File: src/rtl/core/joystick_event_qualifier_defines.svh
// Assertion macros shared by the joystick event qualifier modules.
// Each macro expects a signal named clk in the enclosing module; all but JEQ_ASSERT_NXT_RST also expect rst_n.
`ifndef JOYSTICK_EVENT_QUALIFIER_DEFINES_SVH
`define JOYSTICK_EVENT_QUALIFIER_DEFINES_SVH

// Same-cycle implication, ignored while reset is asserted.
`define JEQ_ASSERT_NOW(lbl, ante, cons, msg) \
  lbl: assert property (@(posedge clk) disable iff (!rst_n) (ante) |-> (cons)) \
    else $error(msg);

// Next-cycle implication, ignored while reset is asserted.
`define JEQ_ASSERT_NXT(lbl, ante, cons, msg) \
  lbl: assert property (@(posedge clk) disable iff (!rst_n) (ante) |=> (cons)) \
    else $error(msg);

// Next-cycle implication that also holds across reset.
`define JEQ_ASSERT_NXT_RST(lbl, ante, cons, msg) \
  lbl: assert property (@(posedge clk) (ante) |=> (cons)) \
    else $error(msg);

`endif

File: src/rtl/core/jeq_pkg.sv
package jeq_pkg;

  // Default debounce window in milliseconds.
  localparam int unsigned DEBOUNCE_MS_DEF = 30;

  // Configuration register indexes.
  localparam int unsigned CFG_ADDR_W = 3;
  localparam logic [CFG_ADDR_W-1:0] CFG_CENTRE_X       = 3'd0;
  localparam logic [CFG_ADDR_W-1:0] CFG_CENTRE_Y       = 3'd1;
  localparam logic [CFG_ADDR_W-1:0] CFG_AXES_ENABLED   = 3'd2;
  localparam logic [CFG_ADDR_W-1:0] CFG_TRIGGER_OFFSET = 3'd3;
  localparam logic [CFG_ADDR_W-1:0] CFG_RELEASE_OFFSET = 3'd4;
  localparam logic [CFG_ADDR_W-1:0] CFG_REPEAT_DELAY   = 3'd5;
  localparam logic [CFG_ADDR_W-1:0] CFG_REPEAT_INTVL   = 3'd6;
  localparam logic [CFG_ADDR_W-1:0] CFG_LONG_PRESS     = 3'd7;
  localparam int unsigned CFG_DATA_W = 16;

  // Reset values of the configuration registers.
  localparam logic [11:0] CENTRE_RST       = 12'd2047;
  localparam logic [11:0] TRIGGER_RST      = 12'd500;
  localparam logic [11:0] RELEASE_RST      = 12'd300;
  localparam logic [15:0] REPEAT_DELAY_RST = 16'd400;
  localparam logic [15:0] REPEAT_INTVL_RST = 16'd120;
  localparam logic [15:0] LONG_PRESS_RST   = 16'd700;

  // Event codes reported per poll.
  typedef enum logic [2:0] {
    EV_NONE  = 3'd0,
    EV_UP    = 3'd1,
    EV_DOWN  = 3'd2,
    EV_LEFT  = 3'd3,
    EV_RIGHT = 3'd4,
    EV_CLICK = 3'd5,
    EV_LONG  = 3'd6
  } ev_t;

  // Axis direction codes.
  typedef enum logic [1:0] {
    DIR_NONE = 2'd0,
    DIR_POS  = 2'd1,
    DIR_NEG  = 2'd2
  } dir_t;

  // Configuration register file as seen by the evaluation engine.
  typedef struct packed {
    logic [11:0] centre_x;
    logic [11:0] centre_y;
    logic        axes_enabled;
    logic [11:0] trigger_offset;
    logic [11:0] release_offset;
    logic [15:0] repeat_delay_ms;
    logic [15:0] repeat_interval_ms;
    logic [15:0] long_press_ms;
  } cfg_t;

  // One poll item.
  typedef struct packed {
    logic [31:0] now_ms;
    logic        button_down;
    logic [11:0] x_sample;
    logic [11:0] y_sample;
  } poll_t;

  // One result item.
  typedef struct packed {
    ev_t  event_res;
    logic button_held;
  } res_t;

endpackage

File: src/rtl/core/jeq_engine.sv
`include "joystick_event_qualifier_defines.svh"

module jeq_engine #(
  parameter int unsigned DEBOUNCE_MS = jeq_pkg::DEBOUNCE_MS_DEF
) (
  input  logic           clk,
  input  logic           rst_n,
  input  logic           adv,
  input  jeq_pkg::cfg_t  cfg,
  input  jeq_pkg::poll_t poll,
  output jeq_pkg::res_t  res
);
  import jeq_pkg::*;

  localparam logic [31:0] DEBOUNCE_LIM = 32'(DEBOUNCE_MS);

  // Button and axis state.
  logic        bs_r, bs_nxt;
  logic        ls_r, ls_nxt;
  logic [31:0] bct_r, bct_nxt;
  logic [31:0] bpt_r, bpt_nxt;
  dir_t        hx_r, hx_nxt;
  dir_t        hy_r, hy_nxt;
  logic [31:0] hxs_r, hxs_nxt;
  logic [31:0] hys_r, hys_nxt;
  logic [31:0] hxf_r, hxf_nxt;
  logic [31:0] hyf_r, hyf_nxt;

  logic        chg;
  logic        click;
  logic        long_hit;
  logic [31:0] dt_press;
  dir_t        dx;
  dir_t        dy;
  logic        x_fire;
  logic        y_fire;
  ev_t         ev;

  // Classify one axis against its centre with hysteresis.
  function automatic dir_t classify(input logic [11:0] sample, input logic [11:0] centre,
                                    input dir_t prev, input logic [11:0] trig,
                                    input logic [11:0] rel);
    logic signed [12:0] off;
    logic signed [12:0] thr;
    logic signed [12:0] neg_thr;
    off     = $signed({1'b0, sample}) - $signed({1'b0, centre});
    thr     = $signed({1'b0, (prev != DIR_NONE) ? rel : trig});
    neg_thr = -thr;
    if (off > thr) begin
      return DIR_POS;
    end else if (off < neg_thr) begin
      return DIR_NEG;
    end
    return DIR_NONE;
  endfunction

  assign dx = classify(poll.x_sample, cfg.centre_x, hx_r, cfg.trigger_offset,
                       cfg.release_offset);
  assign dy = classify(poll.y_sample, cfg.centre_y, hy_r, cfg.trigger_offset,
                       cfg.release_offset);

  // Debounce, click detection and axis auto-repeat for the current poll.
  always_comb begin
    bs_nxt  = bs_r;
    ls_nxt  = ls_r;
    bct_nxt = bct_r;
    bpt_nxt = bpt_r;
    hx_nxt  = hx_r;
    hy_nxt  = hy_r;
    hxs_nxt = hxs_r;
    hys_nxt = hys_r;
    hxf_nxt = hxf_r;
    hyf_nxt = hyf_r;
    x_fire  = 1'b0;
    y_fire  = 1'b0;
    ev      = EV_NONE;

    chg = (poll.button_down != bs_r) && ((poll.now_ms - bct_r) > DEBOUNCE_LIM);
    if (chg) begin
      bs_nxt  = poll.button_down;
      bct_nxt = poll.now_ms;
      if (poll.button_down) begin
        bpt_nxt = poll.now_ms;
        ls_nxt  = 1'b0;
      end
    end
    click    = chg && !poll.button_down && !ls_r;
    dt_press = poll.now_ms - bpt_nxt;
    long_hit = !click && bs_nxt && !ls_nxt && (dt_press >= {16'd0, cfg.long_press_ms});

    if (click) begin
      ev = EV_CLICK;
    end else if (long_hit) begin
      ls_nxt = 1'b1;
      ev     = EV_LONG;
    end else if (cfg.axes_enabled) begin
      // Horizontal axis has priority.
      if (dx == DIR_NONE) begin
        hx_nxt = DIR_NONE;
      end else if (dx != hx_r) begin
        hx_nxt  = dx;
        hxs_nxt = poll.now_ms;
        hxf_nxt = poll.now_ms;
        x_fire  = 1'b1;
      end else if (((poll.now_ms - hxs_r) >= {16'd0, cfg.repeat_delay_ms}) &&
                   ((poll.now_ms - hxf_r) >= {16'd0, cfg.repeat_interval_ms})) begin
        hxf_nxt = poll.now_ms;
        x_fire  = 1'b1;
      end

      if (x_fire) begin
        ev = (dx == DIR_POS) ? EV_RIGHT : EV_LEFT;
      end else if (hx_nxt == DIR_NONE) begin
        // Vertical axis only while no horizontal direction is held.
        if (dy == DIR_NONE) begin
          hy_nxt = DIR_NONE;
        end else if (dy != hy_r) begin
          hy_nxt  = dy;
          hys_nxt = poll.now_ms;
          hyf_nxt = poll.now_ms;
          y_fire  = 1'b1;
        end else if (((poll.now_ms - hys_r) >= {16'd0, cfg.repeat_delay_ms}) &&
                     ((poll.now_ms - hyf_r) >= {16'd0, cfg.repeat_interval_ms})) begin
          hyf_nxt = poll.now_ms;
          y_fire  = 1'b1;
        end
        if (y_fire) begin
          ev = (dy == DIR_POS) ? EV_DOWN : EV_UP;
        end
      end
    end
  end

  assign res.event_res   = ev;
  assign res.button_held = bs_nxt;

  // State advances once per transaction that leaves the input stage.
  always_ff @(posedge clk) begin
    if (!rst_n) begin
      bs_r  <= 1'b0;
      ls_r  <= 1'b0;
      bct_r <= '0;
      bpt_r <= '0;
      hx_r  <= DIR_NONE;
      hy_r  <= DIR_NONE;
      hxs_r <= '0;
      hys_r <= '0;
      hxf_r <= '0;
      hyf_r <= '0;
    end else if (adv) begin
      bs_r  <= bs_nxt;
      ls_r  <= ls_nxt;
      bct_r <= bct_nxt;
      bpt_r <= bpt_nxt;
      hx_r  <= hx_nxt;
      hy_r  <= hy_nxt;
      hxs_r <= hxs_nxt;
      hys_r <= hys_nxt;
      hxf_r <= hxf_nxt;
      hyf_r <= hyf_nxt;
    end
  end

  // Axis events never appear while the axes are disabled.
  `JEQ_ASSERT_NOW(a_no_axis_when_off, adv && !cfg.axes_enabled,
    ev == EV_NONE || ev == EV_CLICK || ev == EV_LONG, "axis event while axes disabled")
  // A click is only reported on a debounced release.
  `JEQ_ASSERT_NXT(a_click_releases, adv && ev == EV_CLICK, !bs_r,
    "click without debounced release")
  // A long click marks the press as already reported.
  `JEQ_ASSERT_NXT(a_long_marks_sent, adv && ev == EV_LONG, ls_r && bs_r,
    "long click did not set the sent flag")

endmodule

File: src/rtl/core/joystick_event_qualifier.sv
// Joystick event qualifier.
// Poll items enter on the in_ stream, one transaction per poll; every poll
// produces exactly one result transaction on the out_ stream carrying the
// event code and the debounced button level.
// The block has an input register and a result register; all evaluation
// (button debounce, click and long click, axis hysteresis and auto-repeat)
// sits between them. An input transaction passes through the input register and
// then the result register before its result transaction is offered, and a
// new poll is taken every cycle at full rate while out_tready stays high.
// When out_tready is low the result register holds its transaction; the input
// register still takes one more poll, then in_tready drops until the result
// is taken. No poll is dropped or duplicated.
// Configuration is written through cfg_we/cfg_addr/cfg_wdata and should only
// change while no poll is in flight.
// Synchronous active-low reset clears both registers, the button and axis
// state and restores the register defaults; axis events start disabled.
module joystick_event_qualifier #(
  parameter int unsigned DEBOUNCE_MS = jeq_pkg::DEBOUNCE_MS_DEF
) (
  input  logic                              clk,
  input  logic                              rst_n,
  // Input stream
  input  logic                              in_tvalid,
  output logic                              in_tready,
  input  logic [63:0]                       in_tdata,  // now_ms[31:0], button_down[32],
                                                       // x_sample[44:33], y_sample[56:45]
  // Result stream
  output logic                              out_tvalid,
  input  logic                              out_tready,
  output logic [7:0]                        out_tdata, // event_res[2:0], button_held[3]
  // Configuration write port
  input  logic                              cfg_we,
  input  logic [jeq_pkg::CFG_ADDR_W-1:0]    cfg_addr,
  input  logic [jeq_pkg::CFG_DATA_W-1:0]    cfg_wdata
);
  import jeq_pkg::*;

  cfg_t        cfg_r;
  logic        s1_vld_r;
  poll_t       s1_poll_r;
  logic        out_vld_r;
  res_t        out_res_r;
  res_t        res;
  logic        s1_adv;
  logic        in_acc;

  // Stage handshake.
  assign s1_adv    = s1_vld_r && (!out_vld_r || out_tready);
  assign in_tready = !s1_vld_r || s1_adv;
  assign in_acc    = in_tvalid && in_tready;

  // Configuration registers.
  always_ff @(posedge clk) begin
    if (!rst_n) begin
      cfg_r.centre_x           <= CENTRE_RST;
      cfg_r.centre_y           <= CENTRE_RST;
      cfg_r.axes_enabled       <= 1'b0;
      cfg_r.trigger_offset     <= TRIGGER_RST;
      cfg_r.release_offset     <= RELEASE_RST;
      cfg_r.repeat_delay_ms    <= REPEAT_DELAY_RST;
      cfg_r.repeat_interval_ms <= REPEAT_INTVL_RST;
      cfg_r.long_press_ms      <= LONG_PRESS_RST;
    end else if (cfg_we) begin
      unique case (cfg_addr)
        CFG_CENTRE_X:       cfg_r.centre_x           <= cfg_wdata[11:0];
        CFG_CENTRE_Y:       cfg_r.centre_y           <= cfg_wdata[11:0];
        CFG_AXES_ENABLED:   cfg_r.axes_enabled       <= cfg_wdata[0];
        CFG_TRIGGER_OFFSET: cfg_r.trigger_offset     <= cfg_wdata[11:0];
        CFG_RELEASE_OFFSET: cfg_r.release_offset     <= cfg_wdata[11:0];
        CFG_REPEAT_DELAY:   cfg_r.repeat_delay_ms    <= cfg_wdata;
        CFG_REPEAT_INTVL:   cfg_r.repeat_interval_ms <= cfg_wdata;
        CFG_LONG_PRESS:     cfg_r.long_press_ms      <= cfg_wdata;
      endcase
    end
  end

  // Input register valid.
  always_ff @(posedge clk) begin
    if (!rst_n) begin
      s1_vld_r <= 1'b0;
    end else if (in_tready) begin
      s1_vld_r <= in_tvalid;
    end
  end

  // Input register payload.
  always_ff @(posedge clk) begin
    if (in_acc) begin
      s1_poll_r.now_ms      <= in_tdata[31:0];
      s1_poll_r.button_down <= in_tdata[32];
      s1_poll_r.x_sample    <= in_tdata[44:33];
      s1_poll_r.y_sample    <= in_tdata[56:45];
    end
  end

  jeq_engine #(
    .DEBOUNCE_MS (DEBOUNCE_MS)
  ) u_engine (
    .clk   (clk),
    .rst_n (rst_n),
    .adv   (s1_adv),
    .cfg   (cfg_r),
    .poll  (s1_poll_r),
    .res   (res)
  );

  // Result register valid.
  always_ff @(posedge clk) begin
    if (!rst_n) begin
      out_vld_r <= 1'b0;
    end else if (s1_adv) begin
      out_vld_r <= 1'b1;
    end else if (out_tready) begin
      out_vld_r <= 1'b0;
    end
  end

  // Result register payload.
  always_ff @(posedge clk) begin
    if (s1_adv) begin
      out_res_r <= res;
    end
  end

  assign out_tvalid = out_vld_r;
  assign out_tdata  = {4'd0, out_res_r.button_held, out_res_r.event_res};

  // Reset empties both stages.
  `JEQ_ASSERT_NXT_RST(a_rst_empty, !rst_n, !s1_vld_r && !out_vld_r,
    "pipeline not empty after reset")
  // A stalled input stage keeps its poll.
  `JEQ_ASSERT_NXT(a_s1_hold, s1_vld_r && !s1_adv,
    s1_vld_r && $stable(s1_poll_r), "input stage lost a stalled poll")
  // Every evaluated poll lands in the result register.
  `JEQ_ASSERT_NXT(a_s1_to_out, s1_adv, out_vld_r, "evaluated poll produced no result")

endmodule

File: config.mk
export PLATFORM = sky130hd
export DESIGN_NAME = joystick_event_qualifier
export DESIGN_NICKNAME = d
export VERILOG_FILES = /design/src/rtl/core/jeq_pkg.sv /design/src/rtl/core/jeq_engine.sv /design/src/rtl/core/joystick_event_qualifier.sv
export VERILOG_INCLUDE_DIRS = /design/src /design/src/rtl/core
export SDC_FILE = /design/constraint.sdc
export NUM_CORES = 1
export LEC_CHECK = 0
export ABC_AREA = 0
export BUFFER_PORTS_ARGS = -buffer_cell sky130_fd_sc_hd__buf_2
export CAP_MARGIN = 30
export CORE_AREA = 10 10 223 225
export CTS_CLUSTER_SIZE = 28
export DETAILED_ROUTE_END_ITERATION = 6
export DIE_AREA = 0 0 233 235
export GPL_ROUTABILITY_DRIVEN = 0
export PLACE_DENSITY = 0.81
export SLEW_MARGIN = 20
export SYNTH_ARGS = -nofsm -noshare
export SYNTH_HDL_FRONTEND = slang
export SYNTH_HIERARCHICAL = 1
export SYNTH_SLANG_ARGS = --single-unit
export TNS_END_PERCENT = 5
File: constraint.sdc
create_clock -name clk -period 12.5 [get_ports clk]
set_clock_uncertainty 0.2 [all_clocks]
set_input_delay 1.25 -clock clk [delete_from_list [all_inputs] [get_ports clk]]
set_output_delay 1.25 -clock clk [all_outputs]
set_load 0.005 [all_outputs]
# Yosys cells after proc, flatten, opt, wreduce, memory -nomap -nowiden
# Index checks and enable logic that the tools add are counted.
# word_totals
romBits,0
output_inout_bits,10
elab_cells,161
mem_bits_rw,0
memories,0
latch_bits,0
reg_bits,358
in_bits,88
# op_classes
n_lt_le_gt_ge,10
div_mod_pow,0
eq_ne,12
n_bitwise,5
addsub,10
reduce_logical,44
n_mux,53
shift,0
n_mul,0
# ops
operator,count
32-bit 2-to-1 mux,6
32-bit subtractor,6
32-bit by 16-bit >= comparator with 1-bit output,5
32-bit by 5-bit greater-than comparator with 1-bit output (second input constant),1
2-bit 2-to-1 mux,15
13-bit greater-than comparator,2
13-bit less-than comparator,2
12-bit negation with 13-bit output,2
12-bit by 12-bit subtractor with 13-bit output,2
1-bit 2-to-1 mux,25
12-bit 2-to-1 mux,2
2-bit AND reduction,9
8-bit AND reduction,2
3-bit 2-to-1 mux,5
3-bit == test (second input constant),4
6-bit AND reduction,2
2-bit nonzero test,6
1-bit logical AND,10
7-bit AND reduction,1
3-bit by 2-bit == test with 1-bit output (second input constant),2
1-bit zero test,6
2-bit zero test,3
1-bit NOT,5
2-bit by 1-bit == test with 1-bit output (second input constant),2
other kinds (7),9

# Depth between registers and ports, before layout
# Gate-level depths: netlist of the first run.
# depth
word_depth,24
depth_mapped,46
mapped_depth_nobuf,41

# Modules after synthesis
# The synthesis of the first run kept the hierarchy.
# modules_own_cells
mod,area_per_inst_um2,cells_each,n_inst,seq_area_each_um2
jeq_engine,22902.0,3017,1,3963.8
joystick_event_qualifier,5735.5,433,1,3813.7

# Least setup slack after synthesis of the first run
# No wires, ideal clock.
# synth_path
path_kind,reg2reg
from,register s1_poll_r[26] in the netlist's numbering
to,register u_engine.hys_r[1]
path_slack_ps,1733
period_less_slack_ps,10767
setup_ps,122
arrival_ps,10445
required_ps,12178
path_buffers,5
stages_incl_launch_ff,44
cell_sequence,edfxtp_1 > inv_1 > fa_1 > nand2b_1 > a211o_1 > a21o_1 > a31oi_1 > o221a_2 > o22ai_1 > nor4_2 > a41o_1 > buf_2 > buf_1 > clkbuf_1 > nor2_1 > a21oi_1 > ha_1 > a21o_1 > [8 not listed] > o21ai_0 > xor2_1 > ha_1 > and3_1 > nand3_1 > o2111ai_1 > a2111oi_0 > o221ai_1 > or4_1 > a2111oi_1 > o2111ai_1 > a2111oi_2 > nand4_1 > o21a_1 > or4_1 > buf_2 > buf_6 > mux2i_1
# synth_between
elab_chain_cells,11
elab_cells_between_ends,31
cone_classes,4 x add/sub; 4 x order compare; 10 x mux; 3 x bitwise; 10 x reduce/logical
# synth_rtl
element,line,rtl
start: declaration,joystick_event_qualifier.sv:40,poll_t s1_poll_r;
"parallel branches: the longest is 11 deep, another holds 32-bit subtractor",-,
end signal: assignment,jeq_engine.sv:158,hys_r <= hys_nxt;
end: declaration,jeq_engine.sv:25,"logic [31:0] hys_r, hys_nxt;"
# Several ways; the timed one is not identified. The select of a mux whose other input is x is not followed.
# A chain may end at the register's enable or synchronous reset.

# Worst setup path in the final report of the first run
# layout_path
from,register s1_poll_r[25] in the netlist's numbering
to,register u_engine.hys_r[20]
# layout_between
elab_cells_between_ends,31
cone_classes,4 x add/sub; 4 x order compare; 10 x mux; 3 x bitwise; 10 x reduce/logical
# layout_rtl
element,line,rtl
32-bit subtractor,jeq_engine.sv:78,chg = (poll.button_down != bs_r) && ((poll.now_ms - bct_r) > DEBOUNCE_LIM);
32-bit by 5-bit greater-than comparator with 1-bit output,jeq_engine.sv:78,
1-bit logical AND,jeq_engine.sv:78,
32-bit 2-to-1 mux *,jeq_engine.sv:79,if (chg) begin
via u_engine.bpt_nxt[0],jeq_engine.sv:21,"logic [31:0] bpt_r, bpt_nxt;"
32-bit subtractor *,jeq_engine.sv:88,dt_press = poll.now_ms - bpt_nxt;
32-bit by 16-bit >= comparator with 1-bit output *,jeq_engine.sv:89,"long_hit = !click && bs_nxt && !ls_nxt && (dt_press >= {16'd0, cfg.long_press_ms});"
1-bit logical AND *,jeq_engine.sv:89,
1-bit NOT (no line) *,-,
8-bit AND reduction (no line) *,-,
# The timed path passes the listed nets; every way through them passes the cells marked *. The select of a mux whose other input is x is not followed.

==> results_dict.tcl, run 1 <==
set metrics [dict create \
    status "complete, but fails checks" \
    violations "design-rule violations" \
    antenna_found_initial 0 \
    slew_viol_final 0 \
    rr_startpoint "s1_poll_r[25]" \
    nets 3930 \
    cp-start-kind "register" \
    grt_pass1_vias 25950 \
    netlist_instances 3450 \
    pre_cts_ws_ns 0.7006 \
    cp-end-kind "register" \
    dpl_cell_area_sq_um 29610 \
    initial_core_util 0.6351 \
    diodes 0 \
    drive_gt1_frac 0.06831 \
    worstHoldStart "cfg_r[10]" \
    synth.distinct_cells 87 \
    final.setup.worst_slack_ns 0.6765 \
    cts_made_buffers 40 \
    arrival_ns 12.06 \
    ant_nets 0 \
    synth-xor-area-share 0.04373 \
    synth_top_cell_by_area "dfxtp_1" \
    ys_ff_latch 358 \
    crit_required_ns 12.74 \
    grt_overflow 0 \
    hold_violations 0 \
    worstSkewPairLatency_ns 0.58 \
    grt_max_degree 197 \
    min_path_type "register to register" \
    clk_path_buf_depth 3 \
    cp_max_fo 26 \
    rsz0062_at_grt "no" \
    cts-root-buf "clkbuf_16" \
    cpMaxStageDelayCell "or4_2" \
    synth_compound_area_frac 0.1819 \
    yosysMostFrequentCell "nand2_1" \
    synth.cell_area_sq_um 28640 \
    route.detailed.drc 3 \
    synth_edf_count 61 \
    htreeDepth 2 \
    finalSetupViolCount 0 \
    irDropWorstVdd_v 0.0001011 \
    rr_endpoint "u_engine/hys_r[20]" \
    viasPerCell 6.363 \
    hold-worst-slack_ns 0.2579 \
    synth_async_sr_flop_share 0 \
    clk_pin_slew_ns 0.06 \
    cts_tree "done" \
    firstDrtPassIters 7 \
    wl_mm 82.03 \
    core_area_sq_um 45090 \
    crit_path_max_incr_delay_ns 0.88 \
    clock.fmax_mhz 84.58 \
    min_period_ns 11.82 \
    drv_cap 0 \
    cts_resized 0 \
    clock-sinks 358 \
    rr_worst_depth 43 \
    finalCritPeriodShare 0.9459 \
    synthMuxAreaShare 0.1185 \
    first_iter_violations 2631 \
    yosys.area_share.simple 0.1675 \
    synth_top_flop_cell "dfxtp_1" \
    synth_top_cell_area_share 0.2076 \
    synth_area_per_cell_sq_um 8.301 \
    die_w_um 233 \
    grtUsageTotal 0.2878 \
    regArea_sq_um 7777 \
    multi_input_area_sq_um 19090 \
    hpwl_mm 61.35 \
    yosys.area_share.adder 0.1532 \
    path_class "register to register" \
    synthTopCellsByArea "dfxtp_1 21%, ha_1 15%, mux2i_1 12%, edfxtp_1 6.4%, nand2_1 4.8%" \
    cts_hold_buf 0 \
    synth_top_family_by_area "compound AO/OA/AOI/OAI gates" \
    leakagePower_nw 14.08 \
    ios 98 \
    post-cts-setup-buffers 0 \
    fillers 3425 \
    max_slew_margin 0.3230 \
    design_area_sq_um 31030 \
    row_count 78 \
    area_growth_pct 8.358 \
    yosys_warnings 6 \
    hold_depth 2 \
    io_buffer_count 86 \
    post_drt_wl_per_cell_um 19.87 \
    tightestPinTransition_ns 0.9873 \
    powerDensity_nw_per_um2 106.7 \
    setup_tns_ns 0 \
    grt_pass1_wl_mm 130.5 \
    dr_total_vias 26270 \
    synth_seq_area_share 0.2716 \
    dieArea_sq_um 54760 \
    rrSetupSlack_ns 0.68 \
    min_delay_worst_endpoint "cfg_r[10]" \
    synth_common_cells "363 x nand2_1, 337 x ha_1, 332 x mux2i_1, 328 x inv_1, 297 x dfxtp_1" \
    fp.dieH_um 235 \
]
==> state kept, by name, indices dropped and copies added (netlist names) <==
name and count:
u_engine/hxf_r 32, u_engine/hxs_r 32, u_engine/hys_r 32, u_engine/hyf_r 32, u_engine/ls_r 1, u_engine/bs_r 1, u_engine/bct_r 32, out_tvalid 1
u_engine/bpt_r 32, s1_poll_r 57, u_engine/hx_r 2, u_engine/hy_r 2, cfg_r 97, out_tdata 4, s1_vld_r 1
==> per-layer routing <==
layer	up-vias	part of all wire	GRT usage	wire length [um]
li1	12350	-	-	-
met1	12380	0.41	0.3602	33310
met2	1243	0.46	0.4712	37890
met3	290	0.083	0.04575	6768
met4	0	0.049	0.1434	4060
met5	-	0	0	0
==> cells by family (layout without fill, tap and decap cells) <==
family / Yosys count / after routing
other: 1 / 4
AOI/OAI and AO/OA: 801 / 801
xor gates and xnor gates: 143 / 143
muxes: 338 / 338
DFF: 358 / 358
adders and majority gates: 346 / 346
buffers and inverters: 457 / 532
and+or+nand+nor: 1006 / 1006
==> metrics by stage <==
| step | utilization | cells | power (W) |
|---|---|---|---|
| floorplan | - | 3453 | 0.001848 |
| global placement | 0.6563 | 4051 | 0.002026 |
| detailed placement | 0.6568 | 4052 | 0.002062 |
| CTS | 0.6869 | 4125 | 0.003297 |
| global route | 0.6882 | 4128 | 0.003448 |
| finish | 0.6882 | 4128 | 0.003311 |
==> area by class of cell <==
class,count,area share
repair buffers,130,0.02653
clock inverters,25,0.008508
multi-input cells,2638,0.6151
well taps,600,0.02419
inverters,329,0.03980
clock buffers,48,0.03520
flip-flops and latches,358,0.2506
==> layout by cell type, fill, tap and decap left out, types with 9 or more instances in the layout <==
master	netlist	routed
and2_1	10	10
nand3b_1	9	9
mux2i_1	332	331
o22ai_1	16	16
a21oi_1	226	225
o21a_1	36	36
o2111ai_1	13	13
a21o_1	105	105
o31ai_1	18	18
and4_1	9	9
o21bai_1	23	23
nand2b_1	37	37
ha_1	337	337
buf_2	27	85
xor2_1	49	49
buf_4	8	39
a21boi_0	13	13
a2111oi_0	14	14
o211ai_1	18	18
a31oi_1	24	23
and3_1	20	19
or2_2	12	12
nor3_1	42	42
o21ai_0	148	147
xnor2_1	94	94
clkbuf_16	0	41
a211oi_1	54	54
nor2_1	232	232
nand2_1	363	363
nand4_1	39	39
or3_1	15	14
inv_1	328	328
edfxtp_1	61	61
nand3_1	66	66
nor2b_1	108	107
nor4_1	14	14
dfxtp_1	297	297
==> worst max-delay path: cells and delay by family, from the launching register on <==
family | cells | cell delay (ns)
buffers and inverters | 4 | 0.81
AO/OA/AOI/OAI | 18 | 4.80
multiplexers | 3 | 0.88
flip-flops | 1 | 0.40
XOR/XNOR | 1 | 0.17
AND/OR/NAND/NOR | 12 | 2.92
adder cells (fa/ha/maj) | 5 | 1.43
==> report_power, final <==
| part | internal (W) | switching, W |
|---|---|---|
| clock | 0.000714 | 0.000523 |
| combinational | 0.000331 | 0.000517 |
| sequential | 0.00120 | 0.0000208 |
| total | 0.00225 | 0.00106 |
==> worst max-delay path by stage <==
stage	start	endpoint	slack, ns	cells after the start
global route	s1_poll_r[25]	u_engine/hys_r[15]	0.04	43
finish	s1_poll_r[25]	u_engine/hys_r[20]	0.68	43
CTS	s1_poll_r[25]	u_engine/hys_r[15]	0.59	40
floorplan	s1_poll_r[26]	u_engine/hys_r[1]	1.73	43
detailed placement	s1_poll_r[25]	u_engine/hys_r[25]	0.70	40
global placement	s1_poll_r[25]	u_engine/hys_r[29]	1.00	40
Note: power is estimated with default switching activity, not from simulation.
==> run 2: changes to the inputs <==
CORE_AREA = 10 10 215 217   (was 10 10 223 225)
DIE_AREA = 0 0 225 227   (was 0 0 233 235)
GPL_TIMING_DRIVEN = 0   (was not set)
PLACE_DENSITY = 0.87   (was 0.81)
clock period = 15.2 ns   (was 12.5 ns; I/O delays follow)
==> run 2 against run 1 <==
Critical path type unchanged; clock power shrank 21%; worst setup slack gained 0.26 ns; critical endpoint is now u_engine/hxs_r[14]; cell area grew 0.27%; largest power group is now sequential cells; routed wire length grew 3.7%; utilization grew 5.7 points; the run now ends clean; final cell count grew 0.56%.
==> results_dict.tcl, run 2 (synthesis results as in run 1) <==
set metrics [dict create \
    status "complete, no violations" \
    ant_nets 0 \
    viasPerCell 6.422 \
    ios 98 \
    min_period_ns 14.26 \
    wl_mm 85.05 \
    fillers 2952 \
    post-cts-setup-buffers 0 \
    drv_cap 0 \
    diodes 0 \
    io_buffer_count 86 \
    regMostFlops "cfg_r" \
    dieArea_sq_um 51080 \
    hold_depth 2 \
    leakagePower_nw 14.10 \
    cts_tree "done" \
    htreeDepth 2 \
    clock.fmax_mhz 70.12 \
    slew_viol_final 0 \
    grt_use_met3 0.05739 \
    first_iter_violations 2998 \
    grtUsageMet1 0.4048 \
    pre_cts_ws_ns 1.582 \
    cp-start-kind "register" \
    largest_reg_flops 97 \
    cp-end-kind "register" \
    arrival_ns 14.50 \
    rr_worst_depth 42 \
    setup_tns_ns 0 \
    drive_gt1_frac 0.06312 \
    antenna_found_initial 0 \
    tightestPinTransition_ns 1.061 \
    finalSetupViolCount 0 \
    clk_pin_slew_ns 0.06 \
    nets 4015 \
    dr_total_vias 26660 \
    grt_max_degree 26 \
    core_area_sq_um 41760 \
    hold-worst-slack_ns 0.2594 \
    min_path_type "register to register" \
    initial_core_util 0.6858 \
    hpwl_mm 63.24 \
    grtUsageTotal 0.3240 \
    fp.dieH_um 227 \
    largest_registers "cfg_r: 97 flops, s1_poll_r: 57 flops" \
    powerDensity_nw_per_um2 86.58 \
    clk_path_buf_depth 3 \
    area_growth_pct 8.651 \
    grt_util_met2 0.5264 \
    rr_startpoint "s1_poll_r[26]" \
    cpMaxStageDelayCell "edfxtp_1" \
    max_slew_margin 0.2913 \
    post_drt_wl_per_cell_um 20.49 \
    cp_max_fo 14 \
    path_class "register to register" \
    die_w_um 225 \
    crit_required_ns 15.43 \
    dp.cells 4080 \
    cts_resized 0 \
    final_common_cell "nand2_1" \
    regArea_sq_um 7777 \
    clock-sinks 358 \
    cts-root-buf "clkbuf_16" \
    grt_pass1_vias 25380 \
    cts_hold_buf 0 \
    irDropWorstVdd_v 0.00008609 \
    grt_pass1_wl_mm 133.0 \
    rsz0062_at_grt "no" \
    grt_overflow 0 \
    startpoint "s1_poll_r[26]" \
    multi_input_area_sq_um 19070 \
    grt.busiest_layer "met2" \
    hold_violations 0 \
    route.detailed.drc 0 \
    cts_made_buffers 39 \
    finalCritPeriodShare 0.9383 \
    row_count 75 \
    stdcell_count 4151 \
    worstSkewPairLatency_ns 0.58 \
    final.setup.worst_slack_ns 0.9382 \
    crit_path_max_incr_delay_ns 0.98 \
    worstHoldStart "u_engine/hxf_r[16]" \
    layout_common_cells "363 x nand2_1, 337 x ha_1, 332 x mux2i_1" \
    firstDrtPassIters 6 \
    total_power_w 0.002694 \
]
## run 2: metal layers
layer  vias to the layer above  wire length, um
li1                      12500                -
met1                     12460            34120
met2                      1398            38290
met3                       293             8019
met4                         0             4617
met5                         -                0
## run 2: layout make-up
cell class	count	area share
Buffer	128	0.01870
Clock buffer	52	0.03595
Inverter	329	0.03969
Multi-Input combinational cell	2638	0.6128
Timing Repair Buffer	88	0.01536
Sequential cell	358	0.2500
Tap cell	539	0.02167
Clock inverter	19	0.005911
## run 2: power by group
part	leakage [nW]	total (W)	internal, W	switching, W
sequential	3.00	0.00103	0.000991	0.0000408
clock	0.637	0.000983	0.000559	0.000424
combinational	10.5	0.000679	0.000269	0.000410
## run 2: final timing paths
kind / endpoint / slack, ns
worst min register to register: u_engine/hxf_r[16] / 0.26
worst max register to register: u_engine/hxs_r[14] / 0.94
worst min-delay path: u_engine/hxf_r[16] / 0.26
worst max-delay path: u_engine/hxs_r[14] / 0.94
## run 2: worst max-delay path: cells and delay by family (launching register included)
family | cells | cell delay (ns)
xor gates and xnor gates | 1 | 0.21
AOI/OAI and AO/OA | 23 | 6.89
muxes | 2 | 0.38
and+or+nand+nor | 8 | 2.26
DFF | 1 | 0.98
adders and majority gates | 3 | 1.05
buffers and inverters | 5 | 2.13
## run 2: stage by stage
stage | utilization | cell area (sq um)
after floorplan | - | 28650
after global placement | 0.7125 | 29750
after detailed placement | 0.7139 | 29810
after CTS | 0.7451 | 31110
after global routing | 0.7451 | 31110
final | 0.7451 | 31110
